==> config.mk <==
export PLATFORM = sky130hd
export DESIGN_NAME = orth_cordic_cell
export DESIGN_NICKNAME = d
export VERILOG_FILES = /design/src/sv/orth_pkg.sv /design/src/sv/orth_cordic_cell.sv
export SDC_FILE = /design/constraint.sdc
export NUM_CORES = 1
export LEC_CHECK = 0
export ABC_AREA = 1
export BUFFER_PORTS_ARGS = -buffer_cell sky130_fd_sc_hd__buf_2
export CORE_UTILIZATION = 62
export CTS_BUF_LIST = sky130_fd_sc_hd__clkbuf_8 sky130_fd_sc_hd__clkbuf_16
export DETAILED_ROUTE_END_ITERATION = 10
export GPL_ROUTABILITY_DRIVEN = 0
export PLACE_DENSITY = 0.95
export SYNTH_ARGS = -nofsm -noshare
export SYNTH_HDL_FRONTEND = slang
export SYNTH_SLANG_ARGS = --single-unit
==> constraint.sdc <==
create_clock -name clk -period 4.1 [get_ports clk]
set_input_delay 0.41 -clock clk [delete_from_list [all_inputs] [get_ports clk]]
set_output_delay 0.41 -clock clk [all_outputs]
set_load 0.02 [all_outputs]
==> src/sv/orth_pkg.sv <==
`timescale 1ns / 1ps
// ----------------------------------------------------------------------------
// orth_pkg: shared types and constants
// Fixed-point formats, arctangent table and rounding helpers for the
// orthographic projection pipeline.
// ----------------------------------------------------------------------------
package orth_pkg;

	localparam int FRAC_BITS   = 16;
	localparam int ANG_BITS    = 24;
	localparam int ANG_SHIFT   = ANG_BITS - FRAC_BITS;
	localparam int CORDIC_N    = 20;
	localparam int RED_W       = 36;
	localparam int ANGLE_W     = 33;
	localparam int TRIG_W      = 32;
	localparam int CFG_IDX_W   = 8;
	localparam int CFG_DATA_W  = 25;
	localparam int OUT_W       = 21;
	localparam int NUM_W       = 58;

	// register indexes
	localparam logic [CFG_IDX_W-1:0] REG_VIEW_LAT = 8'd0;
	localparam logic [CFG_IDX_W-1:0] REG_VIEW_LON = 8'd1;
	localparam logic [CFG_IDX_W-1:0] REG_SCALE    = 8'd2;
	localparam logic [CFG_IDX_W-1:0] REG_FLIP_X   = 8'd3;

	localparam logic [20:0] SCALE_RESET = 21'd65536;

	// angle constants in degrees * 2^ANG_BITS
	localparam logic signed [RED_W-1:0] DEG_90  = RED_W'(90)  <<< ANG_BITS;
	localparam logic signed [RED_W-1:0] DEG_180 = RED_W'(180) <<< ANG_BITS;
	localparam logic signed [RED_W-1:0] DEG_360 = RED_W'(360) <<< ANG_BITS;
	localparam logic signed [RED_W-1:0] DEG_540 = RED_W'(540) <<< ANG_BITS;

	// 1/gain in Q30
	localparam logic signed [TRIG_W-1:0] CORDIC_START = 32'sd652032874;

	localparam logic signed [NUM_W-1:0] NUM_ONE  = NUM_W'(1) <<< (FRAC_BITS + 30);
	localparam logic signed [NUM_W-1:0] NUM_HALF = NUM_W'(1) <<< 30;
	localparam logic signed [NUM_W-1:0] OUT_MAX  = (NUM_W'(1) <<< (OUT_W - 1)) - NUM_W'(1);
	localparam logic signed [NUM_W-1:0] OUT_MIN  = -(NUM_W'(1) <<< (OUT_W - 1));

	typedef struct packed {
		logic signed [TRIG_W-1:0]  x;
		logic signed [TRIG_W-1:0]  y;
		logic signed [ANGLE_W-1:0] m;
		logic                      neg;
	} cordic_lane_t;

	// arctangent per iteration, degrees * 2^24
	function automatic logic signed [ANGLE_W-1:0] atan_deg(input int i);
		logic signed [ANGLE_W-1:0] r;
		unique case (i)
			0:  r = 33'sd754974720;
			1:  r = 33'sd445687602;
			2:  r = 33'sd235489088;
			3:  r = 33'sd119537938;
			4:  r = 33'sd60000934;
			5:  r = 33'sd30029717;
			6:  r = 33'sd15018523;
			7:  r = 33'sd7509720;
			8:  r = 33'sd3754917;
			9:  r = 33'sd1877466;
			10: r = 33'sd938734;
			11: r = 33'sd469367;
			12: r = 33'sd234684;
			13: r = 33'sd117342;
			14: r = 33'sd58671;
			15: r = 33'sd29335;
			16: r = 33'sd14668;
			17: r = 33'sd7334;
			18: r = 33'sd3667;
			default: r = 33'sd1833;
		endcase
		return r;
	endfunction

	// Q30 product with round to nearest
	function automatic logic signed [TRIG_W-1:0] mulq(
		input logic signed [TRIG_W-1:0] a,
		input logic signed [TRIG_W-1:0] b
	);
		logic signed [2*TRIG_W-1:0] p;
		p = (64'(a) * 64'(b)) + (64'sd1 <<< 29);
		return TRIG_W'(p >>> 30);
	endfunction

	// final rounding, saturation to the output width
	function automatic logic [OUT_W-1:0] pack_out(input logic signed [NUM_W-1:0] num);
		logic signed [NUM_W-1:0] v;
		v = (num + NUM_HALF) >>> 31;
		if (v > OUT_MAX)
			v = OUT_MAX;
		else if (v < OUT_MIN)
			v = OUT_MIN;
		return v[OUT_W-1:0];
	endfunction

endpackage

==> src/sv/orth_cordic_cell.sv <==
`timescale 1ns / 1ps
// ----------------------------------------------------------------------------
// orth_cordic_cell: one rotation-mode CORDIC iteration
// Rotates the vector by the fixed micro-angle of its stage and registers
// the result for the next cell.
// ----------------------------------------------------------------------------
module orth_cordic_cell
	import orth_pkg::*;
#(
	parameter int STAGE = 0
) (
	input  logic         clk,
	input  logic         en,
	input  cordic_lane_t lane,
	output cordic_lane_t lane_q
);

	cordic_lane_t nxt;

	// rotate toward zero residual angle
	always_comb begin
		nxt.neg = lane.neg;
		if (!lane.m[ANGLE_W-1]) begin
			nxt.x = lane.x - (lane.y >>> STAGE);
			nxt.y = lane.y + (lane.x >>> STAGE);
			nxt.m = lane.m - atan_deg(STAGE);
		end else begin
			nxt.x = lane.x + (lane.y >>> STAGE);
			nxt.y = lane.y - (lane.x >>> STAGE);
			nxt.m = lane.m + atan_deg(STAGE);
		end
	end

	always_ff @(posedge clk) begin
		if (en)
			lane_q <= nxt;
	end

endmodule

==> reports/results.ini <==
[floorplan]
fp-row-count=47
floorplan.die.width_um=133.2
io-pin-count=198
coreArea_um2=16700
fp.dieArea_um2=17740
start_util=0.6390
die_height_um=133.2

[clocking]
cts_tree=built
htreeDepth=3
clk_pin_slew_ns=0.07
cts_hold_buf=0
cts.path.max_buffers=2
clock-sinks=97
cts_repair_resize_count=0
post-cts-setup-buffers=0
tritoncts.num_buffers=9
root_buffer=sky130_fd_sc_hd__clkbuf_16

[layout]
layout-area-overhead-vs-synth_pct=12.49
largest_registers=lane_q: 97 flops
share_of_cells_above_drive_strength_1=0.1337
max_reg_flops=97
utilization=0.7188
final_net_count=2055
top_register=lane_q
antenna_cells=0

[placement]
dp_hpwl_mm=24.87
portBuffers=197

[logic_synthesis]
synthAdderAreaFrac=0.1259
syn_nets=1885
synth.yosys.seq_area_share=0.2729
count_of_warnings_emitted_by_yosys=0
postSynthCellCount=1680
synth_compound_gate_area_share=0.06940
syn_area_um2=10670
synth_xor_area_frac=0.02380
main_combinational_cell_family_by_area_after_synthesis=simple AND/OR/NAND/NOR gates
avgSynthCellArea_um2=6.353
synth_cell_types=36
post_synthesis_sequential_element_count=97
fraction_of_the_mapped_netlist_area_in_simple_logic_gates=0.3657
synthMuxAreaShare=0

[detailed_routing]
routed_wl_mm=31.34
number_of_detailed_routing_iterations_run_before_antenna_repair=6
routedWlPerCell_um=15.10
routed_via_density=5.642
drc=0
detailroute.via_count=11707
route.antenna.remaining_nets=0
drt-initial-drc-count=1491

[pwr]
p_sw_frac=0.4039
cellPowerDensity_nw_per_um2=306.5
share_clk_of_total_power=0.242
static-leakage-power_nw=6.886
internal-power_w=0.002194
net-switching-power_w=0.001486
share_comb_of_total_power=0.407
worst_voltage_drop_across_the_vdd_grid_mv=0.2131
pwr-share-seq=0.352

[sta]
final.min_clock_period_ns=2.320
setup_viol_count_final=0
maxSlewViolCount=0
hold_viol=0
fmax_mhz=431.0
slew_headroom=0.4245
worstMarginPinSlew_ns=0.8632
final_min_period_over_clock_period=0.5659
rsz0062_at_grt=false
tns_ns=0

[run_status]
status=finished clean

[grt]
grt_pass1_wl_mm=50.11
grt_overflow=0
first_global_vias=10792
grt_start_max_net_pins=70
initial_antenna_violation_count=0
globalRouteTotalUtil=0.3553

[setup_path]
path_class=primary input to flop
worstSetupEndpointType=flop
critPathRequiredTime_ns=4.20
crit_path_start_kind=primary input
crit_arrival_ns=2.42
path_max_fanout=10

[worst_hold_path]
min_delay_worst_endpoint=lane_q[11]$_DFFE_PP_
hold_class=primary input to flop
hold_path_startpoint=lane[11]
hold-path-cell-count=1

[job]
drv.max_cap_violation_count=0

## power groups by stage
stage	sequential [W]	clock, W	combinational, W
floorplan	0.00147	0	0.000842
global placement	0.00131	0	0.00139
detailed placement	0.00131	0	0.00144
CTS	0.00129	0.000894	0.00145
global route	0.00130	0.000927	0.00163
finish	0.00130	0.000889	0.00150
## critical path, cell delays in order
cell	delay, ns
sky130_fd_sc_hd__buf_2	0.10
sky130_fd_sc_hd__inv_1	0.04
sky130_fd_sc_hd__ha_1	0.50
sky130_fd_sc_hd__nand2_1	0.18
sky130_fd_sc_hd__nor2_2	0.22
sky130_fd_sc_hd__nand2_1	0.10
sky130_fd_sc_hd__nand3_1	0.11
sky130_fd_sc_hd__nand2_1	0.09
sky130_fd_sc_hd__nand2_2	0.15
sky130_fd_sc_hd__xor2_1	0.08
sky130_fd_sc_hd__o21ai_0	0.42
## layout make-up
type	instances	area (µm²)
Clock inverter	7	78.83
Inverter	336	1261
Clock buffer	9	225.2
Fill cell	1367	4696
Tap cell	220	275.3
Sequential cell	97	2913
Multi-Input combinational cell	1206	6241
Timing Repair Buffer	200	1011
## synthesized netlist by cell type (all sizes together)
master	instances	share of area
a21o	3	0.0021
a21oi	71	0.033
a31oi	4	0.0023
and2	2	0.0012
and3	1	0.00059
buf	35	0.022
clkbuf	6	0.0022
clkinv	1	0.00035
edfxtp	97	0.27
fa	4	0.0075
ha	101	0.12
inv	335	0.12
nand2	624	0.22
nand3	155	0.073
nand3b	7	0.0063
nand4	22	0.013
nor2	116	0.045
nor3	7	0.0042
nor4	1	0.0012
o21a	3	0.0021
o21ai	40	0.019
o21bai	11	0.0077
o22ai	4	0.0023
o31ai	1	0.00070
xor2	29	0.024
## how the worst max path moves through the flow
| stage | start | to | slack, ns | cells after the start |
|---|---|---|---|---|
| global placement | lane[66] | lane_q[82]$_DFFE_PP_ | 1.54 | 14 |
| floorplan | lane[34] | lane_q[62]$_DFFE_PP_ | 2.09 | 11 |
| finish | lane[39] | lane_q[48]$_DFFE_PP_ | 1.78 | 11 |
| global route | lane[48] | lane_q[57]$_DFFE_PP_ | 1.68 | 14 |
| CTS | lane[66] | lane_q[82]$_DFFE_PP_ | 1.86 | 14 |
| detailed placement | lane[66] | lane_q[82]$_DFFE_PP_ | 1.48 | 14 |
## through the flow
step	worst slack (ns)	hold slack, ns	total power (W)	cells	cell area [µm²]
after floorplan	2.088	0.5089	0.002313	1680	10670
after global placement	1.539	0.5863	0.002702	2059	11700
after detailed placement	1.485	0.5881	0.002751	2059	11700
after CTS	1.862	0.2199	0.003631	2075	12010
after global routing	1.682	0.2116	0.003861	2075	12010
final	1.780	0.2227	0.003680	2075	12010
## kinds of logic after synthesis
group           Yosys count
flops                    97
xor+xnor                 29
compound gates          137
buf+inv                 377
simple gates            935
fa+ha+maj               105
## metal layers
layer | share of wire | global-route usage
met5 | 0 | 0
met2 | 0.44 | 0.5686
met3 | 0.13 | 0.08143
met4 | 0.057 | 0.1963
met1 | 0.37 | 0.4442
## layout by cell type (no fill, tap or decap), drive strengths merged
master / synthesis / layout
clkinvlp: 0 / 3
and3: 1 / 1
nor4: 1 / 1
nand3b: 7 / 7
a21o: 3 / 3
o21a: 3 / 3
ha: 101 / 101
a31oi: 4 / 4
nand3: 155 / 155
clkinv: 1 / 1
nand2: 624 / 624
nor2: 116 / 116
o22ai: 4 / 4
o21ai: 40 / 40
nand4: 22 / 22
nor3: 7 / 7
o31ai: 1 / 1
and2: 2 / 2
buf: 35 / 200
clkbuf: 6 / 9
a21oi: 71 / 71
xor2: 29 / 29
edfxtp: 97 / 97
o21bai: 11 / 11
inv: 335 / 338
fa: 4 / 4
bufinv: 0 / 1
Power figures use the tool's default switching activity.
