==> src/sv/orth_pkg.sv <==
`timescale 1ns / 1ps
// ----------------------------------------------------------------------------
// orth_pkg: shared types and constants
// Fixed-point formats, arctangent table and rounding helpers for the
// orthographic projection pipeline.
// ----------------------------------------------------------------------------
package orth_pkg;

	localparam int FRAC_BITS   = 16;
	localparam int ANG_BITS    = 24;
	localparam int ANG_SHIFT   = ANG_BITS - FRAC_BITS;
	localparam int CORDIC_N    = 20;
	localparam int RED_W       = 36;
	localparam int ANGLE_W     = 33;
	localparam int TRIG_W      = 32;
	localparam int CFG_IDX_W   = 8;
	localparam int CFG_DATA_W  = 25;
	localparam int OUT_W       = 21;
	localparam int NUM_W       = 58;

	// register indexes
	localparam logic [CFG_IDX_W-1:0] REG_VIEW_LAT = 8'd0;
	localparam logic [CFG_IDX_W-1:0] REG_VIEW_LON = 8'd1;
	localparam logic [CFG_IDX_W-1:0] REG_SCALE    = 8'd2;
	localparam logic [CFG_IDX_W-1:0] REG_FLIP_X   = 8'd3;

	localparam logic [20:0] SCALE_RESET = 21'd65536;

	// angle constants in degrees * 2^ANG_BITS
	localparam logic signed [RED_W-1:0] DEG_90  = RED_W'(90)  <<< ANG_BITS;
	localparam logic signed [RED_W-1:0] DEG_180 = RED_W'(180) <<< ANG_BITS;
	localparam logic signed [RED_W-1:0] DEG_360 = RED_W'(360) <<< ANG_BITS;
	localparam logic signed [RED_W-1:0] DEG_540 = RED_W'(540) <<< ANG_BITS;

	// 1/gain in Q30
	localparam logic signed [TRIG_W-1:0] CORDIC_START = 32'sd652032874;

	localparam logic signed [NUM_W-1:0] NUM_ONE  = NUM_W'(1) <<< (FRAC_BITS + 30);
	localparam logic signed [NUM_W-1:0] NUM_HALF = NUM_W'(1) <<< 30;
	localparam logic signed [NUM_W-1:0] OUT_MAX  = (NUM_W'(1) <<< (OUT_W - 1)) - NUM_W'(1);
	localparam logic signed [NUM_W-1:0] OUT_MIN  = -(NUM_W'(1) <<< (OUT_W - 1));

	typedef struct packed {
		logic signed [TRIG_W-1:0]  x;
		logic signed [TRIG_W-1:0]  y;
		logic signed [ANGLE_W-1:0] m;
		logic                      neg;
	} cordic_lane_t;

	// arctangent per iteration, degrees * 2^24
	function automatic logic signed [ANGLE_W-1:0] atan_deg(input int i);
		logic signed [ANGLE_W-1:0] r;
		unique case (i)
			0:  r = 33'sd754974720;
			1:  r = 33'sd445687602;
			2:  r = 33'sd235489088;
			3:  r = 33'sd119537938;
			4:  r = 33'sd60000934;
			5:  r = 33'sd30029717;
			6:  r = 33'sd15018523;
			7:  r = 33'sd7509720;
			8:  r = 33'sd3754917;
			9:  r = 33'sd1877466;
			10: r = 33'sd938734;
			11: r = 33'sd469367;
			12: r = 33'sd234684;
			13: r = 33'sd117342;
			14: r = 33'sd58671;
			15: r = 33'sd29335;
			16: r = 33'sd14668;
			17: r = 33'sd7334;
			18: r = 33'sd3667;
			default: r = 33'sd1833;
		endcase
		return r;
	endfunction

	// Q30 product with round to nearest
	function automatic logic signed [TRIG_W-1:0] mulq(
		input logic signed [TRIG_W-1:0] a,
		input logic signed [TRIG_W-1:0] b
	);
		logic signed [2*TRIG_W-1:0] p;
		p = (64'(a) * 64'(b)) + (64'sd1 <<< 29);
		return TRIG_W'(p >>> 30);
	endfunction

	// final rounding, saturation to the output width
	function automatic logic [OUT_W-1:0] pack_out(input logic signed [NUM_W-1:0] num);
		logic signed [NUM_W-1:0] v;
		v = (num + NUM_HALF) >>> 31;
		if (v > OUT_MAX)
			v = OUT_MAX;
		else if (v < OUT_MIN)
			v = OUT_MIN;
		return v[OUT_W-1:0];
	endfunction

endpackage

==> src/sv/orth_reduce.sv <==
`timescale 1ns / 1ps
// ----------------------------------------------------------------------------
// orth_reduce: angle range reduction
// Wraps an angle to [-180,180) degrees, folds it into [-90,90] with a
// negate flag, and loads the CORDIC start vector. One registered stage.
// ----------------------------------------------------------------------------
module orth_reduce
	import orth_pkg::*;
(
	input  logic                    clk,
	input  logic                    en,
	input  logic signed [RED_W-1:0] angle,
	output cordic_lane_t            lane_q
);

	logic signed [RED_W-1:0] wrap;
	logic signed [RED_W-1:0] fold;
	logic                    neg;

	// wrap by one or two whole turns, input stays within [-900,900) degrees
	always_comb begin
		priority if (angle >= DEG_540)
			wrap = angle - (DEG_360 <<< 1);
		else if (angle >= DEG_180)
			wrap = angle - DEG_360;
		else if (angle < -DEG_540)
			wrap = angle + (DEG_360 <<< 1);
		else if (angle < -DEG_180)
			wrap = angle + DEG_360;
		else
			wrap = angle;
	end

	// fold outer quadrants onto inner ones
	always_comb begin
		priority if (wrap > DEG_90) begin
			fold = wrap - DEG_180;
			neg  = 1'b1;
		end else if (wrap < -DEG_90) begin
			fold = wrap + DEG_180;
			neg  = 1'b1;
		end else begin
			fold = wrap;
			neg  = 1'b0;
		end
	end

	always_ff @(posedge clk) begin
		if (en) begin
			lane_q.x   <= CORDIC_START;
			lane_q.y   <= '0;
			lane_q.m   <= fold[ANGLE_W-1:0];
			lane_q.neg <= neg;
		end
	end

endmodule

==> config.mk <==
export PLATFORM = sky130hd
export DESIGN_NAME = orth_reduce
export DESIGN_NICKNAME = d
export VERILOG_FILES = /design/src/sv/orth_pkg.sv /design/src/sv/orth_reduce.sv
export SDC_FILE = /design/constraint.sdc
export NUM_CORES = 1
export LEC_CHECK = 0
export BUFFER_PORTS_ARGS = -buffer_cell sky130_fd_sc_hd__buf_4
export CAP_MARGIN = 20
export CORE_MARGIN = 5
export CORE_UTILIZATION = 48
export CTS_BUF_LIST = sky130_fd_sc_hd__clkbuf_16
export CTS_CLUSTER_DIAMETER = 30
export DETAILED_ROUTE_END_ITERATION = 7
export PLACE_DENSITY = 0.81
export RECOVER_POWER = 25
export SLEW_MARGIN = 15
export SYNTH_ARGS = -nofsm -noshare
export SYNTH_HDL_FRONTEND = slang
export SYNTH_SLANG_ARGS = --single-unit
==> constraint.sdc <==
create_clock -name clk -period 5.1 [get_ports clk]
set_input_delay 1.02 -clock clk [delete_from_list [all_inputs] [get_ports clk]]
set_output_delay 1.02 -clock clk [all_outputs]
set_load 0.02 [all_outputs]
==> impl_metrics.env, run 1 <==
export IMPL_slew_headroom_pct=61.0
export IMPL_via_count=2507
export IMPL_antenna_found_initial=0
export IMPL_drt_iter0_drc=170
export IMPL_wl_microns=7460
export IMPL_worst_pin_slew_ns=0.584
export IMPL_cts_hold_buf=0
export IMPL_core_area_sq_mm=0.00628
export IMPL_clock_fmax_mhz=225
export IMPL_max_vdd_ir_drop_mv=0.192
export IMPL_synth_seq_area_share_pct=33.2
export IMPL_area_growth_pct=13.1
export IMPL_clock_root_buffer="clkbuf_16"
export IMPL_drive_gt1_share_pct=25.2
export IMPL_drc=0
export IMPL_crit_chain="buf_4 > inv_1 > ha_1 > and4b_1 > a32o_1 > a2111oi_1 > or3_4 > inv_2 > ha_1 > a21oi_1 > inv_1 > o41a_1 > nand3_1 > a21oi_2 > o41ai_4 > o32ai_1 > xnor2_1"
export IMPL_drv_cap=0
export IMPL_top_register="lane_q"
export IMPL_yosys_warnings=0
export IMPL_hp_class="input port to flop"
export IMPL_dp_hpwl_microns=6050
export IMPL_die_area_sq_mm=0.00811
export IMPL_syn_cell_area_sq_mm=0.00308
export IMPL_finalWorstSetupSlack_ns=0.653
export IMPL_preCtsSetupSlack_ns=0.431
export IMPL_grt_overflow=0
export IMPL_critPathMaxFanout=10
export IMPL_start_kind="input port"
export IMPL_grt_pass1_wl_microns=12000
export IMPL_end_kind="flop"
export IMPL_largest_registers="lane_q: 34 flops"
export IMPL_postCtsSetupRepairBufs=0
export IMPL_place_congestion=1.05
export IMPL_drt_first_pass_iters=5
export IMPL_initial_core_util_pct=49.0
export IMPL_synth_edf_count=34
export IMPL_grt_pass1_vias=2359
export IMPL_cpMaxStageDelayCell="a2111oi_1"
export IMPL_cts_sinks=34
export IMPL_post_cts_resized=0
export IMPL_io_pin_count=136
export IMPL_required_ns=5.11
export IMPL_synth_distinct_cells=73
export IMPL_arrival_ns=4.46
export IMPL_synth_top_area_share_pct=33.2
export IMPL_numCtsBuffers=5
export IMPL_die_w_microns=90.0
export IMPL_largest_reg_flops=34
export IMPL_fin_tns_setup_ns=0
export IMPL_syn_inst=306
export IMPL_post_route_min_period_ns=4.45
export IMPL_synthFlopType="edfxtp_1"
export IMPL_hold_viol_final=0
export IMPL_yosysTopAreaCell="edfxtp_1"
export IMPL_tritoncts="done"
export IMPL_die_h_microns=90.0
export IMPL_track_usage_pct=17.4
export IMPL_slew_viol_final=0
export IMPL_cts_buffer_depth=2
export IMPL_power_static_leakage_nw=1.48
export IMPL_nets=418
export IMPL_avgRoutedWirePerCell_microns=16.7
export IMPL_async_reset_ff_share_pct=0
export IMPL_crit_path_max_incr_delay_ns=0.61
export IMPL_synth_common_cells="67 x buf_4, 34 x edfxtp_1, 12 x ha_1, 12 x nor2_1, 11 x a21oi_1"
export IMPL_diodes=0
export IMPL_outcome="completed"
export IMPL_cellPowerDensity_mw_per_mm2=279
export IMPL_via_per_inst=5.62
export IMPL_rows=29
export IMPL_syn_avg_cell_area_sq_um=10.1
export IMPL_port_buffers=71
export IMPL_ant_nets=0
export IMPL_yosys_register_bits=34
export IMPL_synth_area_leaders="edfxtp_1 33%, buf_4 16%, ha_1 4.9%"
export IMPL_yosys_cell_count_top_type="buf_4"
export IMPL_grt_max_degree=35
export IMPL_cts_reportedPaths_clkPinSlew_ns=0.05
export IMPL_rsz0062_at_grt="false"
export IMPL_fin_crit_sh_pct=87.2
export IMPL_htreeDepth=2
export IMPL_setup_viol=0
export IMPL_crit_type="input port to flop"
-- final timing paths --
check	end	slack [ns]	start	cells past startpoint
worst max-delay path	lane_q[30]	0.65	angle[28]	17
worst min-delay path	lane_q[2]	0.96	angle[1]	1
-- area by class of cell --
type / count / area, sq um
clock inverter: 3 / 12.5
multi-input combinational: 247 / 1690
clock buffer: 5 / 125
tap: 77 / 96.3
sequential: 34 / 1020
timing repair buffer: 71 / 499
fill: 571 / 2800
inverter: 9 / 33.8
-- placed cells by master, fill, tap and decap left out, types with 4 or more instances in the layout --
cell / Yosys / layout
conb_1: 2 / 64
buf_4: 67 / 46
edfxtp_1: 34 / 34
clkbuf_4: 0 / 16
nor2_1: 12 / 12
ha_1: 12 / 12
a21oi_1: 11 / 11
nand2_1: 10 / 10
clkbuf_1: 2 / 9
inv_1: 7 / 8
nor4_1: 8 / 8
o211ai_1: 7 / 7
a21o_1: 7 / 7
nor3_1: 6 / 6
o21ai_0: 6 / 6
xnor2_1: 6 / 6
o221ai_1: 5 / 5
clkbuf_16: 0 / 5
o21ai_1: 4 / 4
nand3_1: 4 / 4
and3_1: 4 / 4
o21a_1: 4 / 4
-- per-stage QoR --
| step | area, sq um | power (mW) | hold slack, ns | instances | util (%) |
|---|---|---|---|---|---|
| 6_report | 3480 | 0.970 | 0.960 | 446 | 55.4 |
| 3_5_place_dp | 3380 | 0.705 | 1.21 | 438 | 53.8 |
| 2_1_floorplan | 3310 | 0.633 | 1.12 | 368 | - |
| 5_1_grt | 3480 | 1.02 | 0.950 | 446 | 55.4 |
| 4_1_cts | 3510 | 0.978 | 0.930 | 446 | 56.0 |
| 3_3_place_gp | 3380 | 0.697 | 1.21 | 438 | 53.8 |
-- per-layer routing --
| layer | wire length, microns | GRT usage (%) |
|---|---|---|
| met3 | 591 | 2.50 |
| met4 | 155 | 6.08 |
| met1 | 2960 | 21.4 |
| met5 | 0 | 0 |
| met2 | 3750 | 30.9 |
-- worst max-delay path, delay by kind of cell --
family	cells	cell delay, ns
AO/OA/AOI/OAI	7	1.82
AND/OR/NAND/NOR	3	0.55
XOR/XNOR	1	0.15
buffers and inverters	4	0.40
adder cells (fa/ha/maj)	2	0.51
-- cells by family (layout without fill, tap and decap cells) --
| group | count (synthesis) | after routing | share of synthesized area, % |
|---|---|---|---|
| AOI/OAI and AO/OA | 90 | 90 | 25.7 |
| xor gates and xnor gates | 9 | 9 | 2.56 |
| adders and majority gates | 12 | 12 | 4.88 |
| buffers and inverters | 87 | 88 | 19.4 |
| DFF | 34 | 34 | 33.2 |
| muxes | 4 | 4 | 1.34 |
| other | 2 | 64 | 0.244 |
| and+or+nand+nor | 68 | 68 | 12.7 |
-- power by group --
part           internal (mW)  switching [mW]
combinational          0.121           0.222
clock                  0.176          0.0966
sequential             0.346         0.00904
No activity file was read; power rests on OpenSTA's default activity.
==> run 2, diff against run 1 <==
--- a/config.mk
+++ b/config.mk
@@ -7,12 +7,12 @@
 export LEC_CHECK = 0
 export BUFFER_PORTS_ARGS = -buffer_cell sky130_fd_sc_hd__buf_4
 export CAP_MARGIN = 20
-export CORE_MARGIN = 5
+export CORE_MARGIN = 8
 export CORE_UTILIZATION = 48
 export CTS_BUF_LIST = sky130_fd_sc_hd__clkbuf_16
 export CTS_CLUSTER_DIAMETER = 30
 export DETAILED_ROUTE_END_ITERATION = 7
-export PLACE_DENSITY = 0.81
+export PLACE_DENSITY = 0.83
 export RECOVER_POWER = 25
 export SLEW_MARGIN = 15
 export SYNTH_ARGS = -nofsm -noshare
==> run 2 against run 1 <==
- final area decreased by 0.79%
- critical path depth unchanged
- flip-flop and latch count unchanged
- non-clock buffer count increased by 1
- setup slack improved by 0.031 ns
- sequential power about the same
- final cell count decreased by 0.22%
- clock-buffer cell count unchanged
- die area increased by 14%
- core utilization decreased by 0.44 points
- critical endpoint is now lane_q[33]
==> impl_metrics.env, run 2 (synthesized netlist as in run 1, its figures left out) <==
export IMPL_diodes=0
export IMPL_antenna_found_initial=0
export IMPL_largest_registers="lane_q: 34 flops"
export IMPL_cts_hold_buf=0
export IMPL_p_sw_share_pct=33.7
export IMPL_nets=419
export IMPL_drv_cap=0
export IMPL_place_area_sq_mm=0.00338
export IMPL_final_cell_mix="64 x conb_1, 47 x buf_4, 34 x edfxtp_1"
export IMPL_combinationalPowerShare_pct=35.8
export IMPL_crit_path_max_incr_delay_ns=0.58
export IMPL_finish_instance_area_sq_mm=0.00345
export IMPL_area_growth_pct=12.2
export IMPL_drt_first_pass_iters=4
export IMPL_post_route_min_period_ns=4.42
export IMPL_hp_class="input port to flop"
export IMPL_core_area_sq_mm=0.00628
export IMPL_top_register="lane_q"
export IMPL_place_congestion=1.00
export IMPL_htreeDepth=2
export IMPL_cts_reportedPaths_clkPinSlew_ns=0.05
export IMPL_die_w_microns=96.0
export IMPL_cts_buffer_depth=2
export IMPL_grt_max_degree=35
export IMPL_port_buffers=71
export IMPL_crit_type="input port to flop"
export IMPL_slew_headroom_pct=62.6
export IMPL_arrival_ns=4.42
export IMPL_avgRoutedWirePerCell_microns=17.8
export IMPL_tritoncts="done"
export IMPL_layout_commonest_cell="conb_1"
export IMPL_drive_gt1_share_pct=23.4
export IMPL_fillers=599
export IMPL_pwr_share_clk_pct=27.4
export IMPL_slew_viol_final=0
export IMPL_hold_viol_final=0
export IMPL_die_area_sq_mm=0.00922
export IMPL_grt_pass1_wl_microns=12200
export IMPL_seq_power_share_pct=36.8
export IMPL_required_ns=5.10
export IMPL_p_sw_mw=0.325
export IMPL_critPathMaxFanout=10
export IMPL_crit_chain="buf_4 > inv_1 > ha_1 > and4b_1 > a32o_1 > a2111oi_1 > or3_4 > inv_2 > ha_1 > a21oi_1 > inv_1 > o41a_1 > nand3_1 > a21oi_2 > o41ai_4 > o21a_1 > o211ai_1"
export IMPL_drt_iter0_drc=142
export IMPL_end_kind="flop"
export IMPL_wl_microns=7910
export IMPL_grt_pass1_vias=2474
export IMPL_initial_core_util_pct=49.0
export IMPL_post_cts_resized=0
export IMPL_via_count=2491
export IMPL_largest_reg_flops=34
export IMPL_rsz0062_at_grt="false"
export IMPL_worst_pin_slew_ns=0.556
export IMPL_dp_hpwl_microns=6340
export IMPL_track_usage_pct=16.5
export IMPL_power_mw=0.962
export IMPL_drc=0
export IMPL_outcome="completed"
export IMPL_rows=29
export IMPL_hold_path_startpoint="angle[6]"
export IMPL_fin_crit_sh_pct=86.6
export IMPL_grt_overflow=0
export IMPL_io_pin_count=136
export IMPL_cellPowerDensity_mw_per_mm2=279
export IMPL_cpMaxStageDelayCell="a2111oi_1"
export IMPL_power_static_leakage_nw=1.45
export IMPL_numCtsBuffers=5
export IMPL_fin_tns_setup_ns=0
export IMPL_max_vdd_ir_drop_mv=0.244
export IMPL_intPower_mw=0.638
export IMPL_clock_fmax_mhz=226
export IMPL_setup_viol=0
export IMPL_clock_root_buffer="clkbuf_16"
export IMPL_ant_nets=0
export IMPL_postCtsSetupRepairBufs=0
export IMPL_cp_startpoint="angle[28]"
export IMPL_via_per_inst=5.60
export IMPL_start_kind="input port"
export IMPL_die_h_microns=96.0
export IMPL_cts_sinks=34
run 2: area by class of cell:
class / instances / area (sq um) / share of cell area, %
sequential: 34 / 1020 / 29.6
timing repair buffer: 72 / 480 / 13.9
inverter: 9 / 33.8 / 0.979
clock buffer: 5 / 125 / 3.62
multi-input combinational: 247 / 1690 / 49.0
clock inverter: 1 / 3.75 / 0.109
tap: 77 / 96.3 / 2.79
run 2: path summary, 6_finish.rpt:
path,endpoint,slack [ns],depth (start not counted)
max,lane_q[33],0.68,17
min,lane_q[7],0.96,1
run 2: critical path, delay by kind of cell:
family / cells / cell delay, ns
adders and majority gates: 2 / 0.52
AOI/OAI and AO/OA: 8 / 1.93
buffers and inverters: 4 / 0.39
and+or+nand+nor: 3 / 0.54
run 2: power groups by stage:
stage | Sequential [mW] | Combinational (mW) | Clock [mW]
6_report | 0.355 | 0.344 | 0.264
5_1_grt | 0.358 | 0.370 | 0.280
4_1_cts | 0.355 | 0.347 | 0.273
3_5_place_dp | 0.360 | 0.346 | 0
3_3_place_gp | 0.359 | 0.341 | 0
2_1_floorplan | 0.399 | 0.234 | 0
run 2: metal layers:
layer	up-vias	wire, microns	GRT usage, %	share of wire, %
met4	0	133	7.55	1.7
li1	1171	-	-	-
met5	-	0	0	0
met3	10	854	3.67	11
met2	136	3800	27.5	48
met1	1174	3120	19.7	39
run 2: through the flow:
stage,utilization (%),hold WS (ns),instances,worst slack [ns]
2_1_floorplan,-,1.12,368,0.912
3_3_place_gp,53.9,1.21,439,0.518
3_5_place_dp,53.9,1.21,439,0.475
4_1_cts,55.9,0.931,445,0.730
5_1_grt,55.0,0.954,445,0.449
6_report,55.0,0.958,445,0.683
==> run 3, diff against run 2 <==
--- a/config.mk
+++ b/config.mk
@@ -5,14 +5,15 @@
 export SDC_FILE = /design/constraint.sdc
 export NUM_CORES = 1
 export LEC_CHECK = 0
-export BUFFER_PORTS_ARGS = -buffer_cell sky130_fd_sc_hd__buf_4
 export CAP_MARGIN = 20
 export CORE_MARGIN = 8
-export CORE_UTILIZATION = 48
+export CORE_UTILIZATION = 50
 export CTS_BUF_LIST = sky130_fd_sc_hd__clkbuf_16
 export CTS_CLUSTER_DIAMETER = 30
 export DETAILED_ROUTE_END_ITERATION = 7
-export PLACE_DENSITY = 0.83
+export DONT_BUFFER_PORTS = 1
+export HOLD_SLACK_MARGIN = 0.03
+export PLACE_DENSITY = 0.67
 export RECOVER_POWER = 25
 export SLEW_MARGIN = 15
 export SYNTH_ARGS = -nofsm -noshare
==> constraint.sdc (replaced) <==
create_clock -name clk -period 5.3 [get_ports clk]
set_input_delay 1.06 -clock clk [delete_from_list [all_inputs] [get_ports clk]]
set_output_delay 1.06 -clock clk [all_outputs]
set_load 0.02 [all_outputs]
==> run 3 against run 2 <==
- combinational power decreased by 40%
- clock power increased by 39%
- sequential power up 8.5%
- critical path depth down 1
- largest cell class unchanged
==> impl_metrics.env, run 3 (synthesized netlist as in run 1, its figures left out) <==
export IMPL_largest_reg_flops=34
export IMPL_cts_reportedPaths_clkPinSlew_ns=0.05
export IMPL_top_register="lane_q"
export IMPL_die_area_sq_mm=0.00892
export IMPL_cts_hold_buf=0
export IMPL_drt_first_pass_iters=5
export IMPL_fin_tns_setup_ns=0
export IMPL_track_usage_pct=16.1
export IMPL_rows=28
export IMPL_fin_cells=373
export IMPL_required_ns=5.31
export IMPL_drive_gt1_share_pct=11.1
export IMPL_via_count=2259
export IMPL_post_cts_resized=0
export IMPL_via_per_inst=6.06
export IMPL_drt_iter0_drc=192
export IMPL_core_area_sq_mm=0.00592
export IMPL_drc=0
export IMPL_drv_cap=0
export IMPL_finish_instance_area_sq_mm=0.00303
export IMPL_place_area_sq_mm=0.00284
export IMPL_arrival_ns=4.25
export IMPL_postCtsSetupRepairBufs=0
export IMPL_largest_registers="lane_q: 34 flops"
export IMPL_setup_viol=0
export IMPL_cts_sinks=34
export IMPL_crit_type="input port to flop"
export IMPL_rsz0062_at_grt="false"
export IMPL_port_buffers=0
export IMPL_initial_core_util_pct=51.9
export IMPL_grt_pass1_wl_microns=11600
export IMPL_critPathMaxFanout=10
export IMPL_worst_pin_slew_ns=0.560
export IMPL_layout_commonest_cell="conb_1"
export IMPL_wl_microns=7550
export IMPL_dp_cells=365
export IMPL_numCtsBuffers=5
export IMPL_timing_hold_ws_ns=0.882
export IMPL_hold_viol_final=0
export IMPL_avgRoutedWirePerCell_microns=20.2
export IMPL_final_cell_mix="64 x conb_1, 34 x edfxtp_1, 12 x nor2_1, 12 x ha_1, 11 x a21oi_1"
export IMPL_slew_headroom_pct=62.6
export IMPL_tritoncts="done"
export IMPL_ant_nets=0
export IMPL_fin_crit_sh_pct=80.0
export IMPL_outcome="completed"
export IMPL_end_kind="flop"
export IMPL_post_route_min_period_ns=4.24
export IMPL_cts_buffer_depth=2
export IMPL_grt_pass1_vias=2257
export IMPL_max_vdd_ir_drop_mv=0.220
export IMPL_die_w_microns=94.4
export IMPL_cellPowerDensity_mw_per_mm2=316
export IMPL_grt_overflow=0
export IMPL_hp_class="input port to flop"
export IMPL_dp_hpwl_microns=6030
export IMPL_power_static_leakage_nw=1.19
export IMPL_nets=347
export IMPL_antenna_found_initial=0
export IMPL_slew_viol_final=0
export IMPL_die_h_microns=94.4
export IMPL_clock_fmax_mhz=236
export IMPL_place_congestion=0.907
export IMPL_start_kind="input port"
export IMPL_diodes=0
export IMPL_utilization_pct=51.2
export IMPL_clock_root_buffer="clkbuf_16"
export IMPL_area_growth_pct=-1.34
export IMPL_grt_max_degree=35
export IMPL_io_pin_count=136
export IMPL_htreeDepth=2
[run 3: cell count changes in the layout (fill, tap and decap cells not counted), sizes merged]
cell and change:
buf -47, clkbuf -25, bufinv +2
[run 3: cell type report]
class                   count  area [sq um]
clock inverters             3          68.8
fillers                   532          2890
multi-input cells         247          1690
clock buffers               5           125
inverters                   9          33.8
flip-flops and latches     34          1020
well taps                  75          93.8
[run 3: critical path: stages]
cell and delay, ns:
inv_1 0.12, ha_1 0.29, and4b_1 0.21, a32oi_1 0.39
o22ai_1 0.19, or3_4 0.44, inv_2 0.13, ha_1 0.23
a21oi_1 0.06, inv_1 0.06, o41a_1 0.13, nand3_1 0.09
a21oi_2 0.27, o41ai_4 0.15, o32ai_1 0.32, xnor2_1 0.11
[run 3: per-layer routing]
metal | part of all wire [%] | vias up | track usage, %
met5 | 0 | - | 0
met4 | 2.2 | 0 | 7.79
met3 | 12 | 15 | 3.41
met2 | 49 | 167 | 27.6
met1 | 37 | 1055 | 18.5
li1 | - | 1022 | -
[run 3: worst paths after layout]
| check | from | to | slack [ns] | depth (start not counted) |
|---|---|---|---|---|
| min | angle[1] | lane_q[2] | 0.88 | 0 |
| max | angle[28] | lane_q[30] | 1.06 | 16 |
[run 3: power by group]
| group | total, mW | internal, mW | switching, mW |
|---|---|---|---|
| clock | 0.367 | 0.270 | 0.0974 |
| sequential | 0.385 | 0.336 | 0.0490 |
| combinational | 0.206 | 0.0690 | 0.137 |
| total | 0.957 | 0.674 | 0.283 |
[run 3: per-stage QoR]
| stage | setup slack, ns | power (mW) |
|---|---|---|
| finish | 1.06 | 0.957 |
| global placement | 0.910 | 0.591 |
| global route | 0.762 | 0.997 |
| floorplan | 1.07 | 0.609 |
| detailed placement | 0.823 | 0.593 |
| CTS | 1.10 | 0.961 |
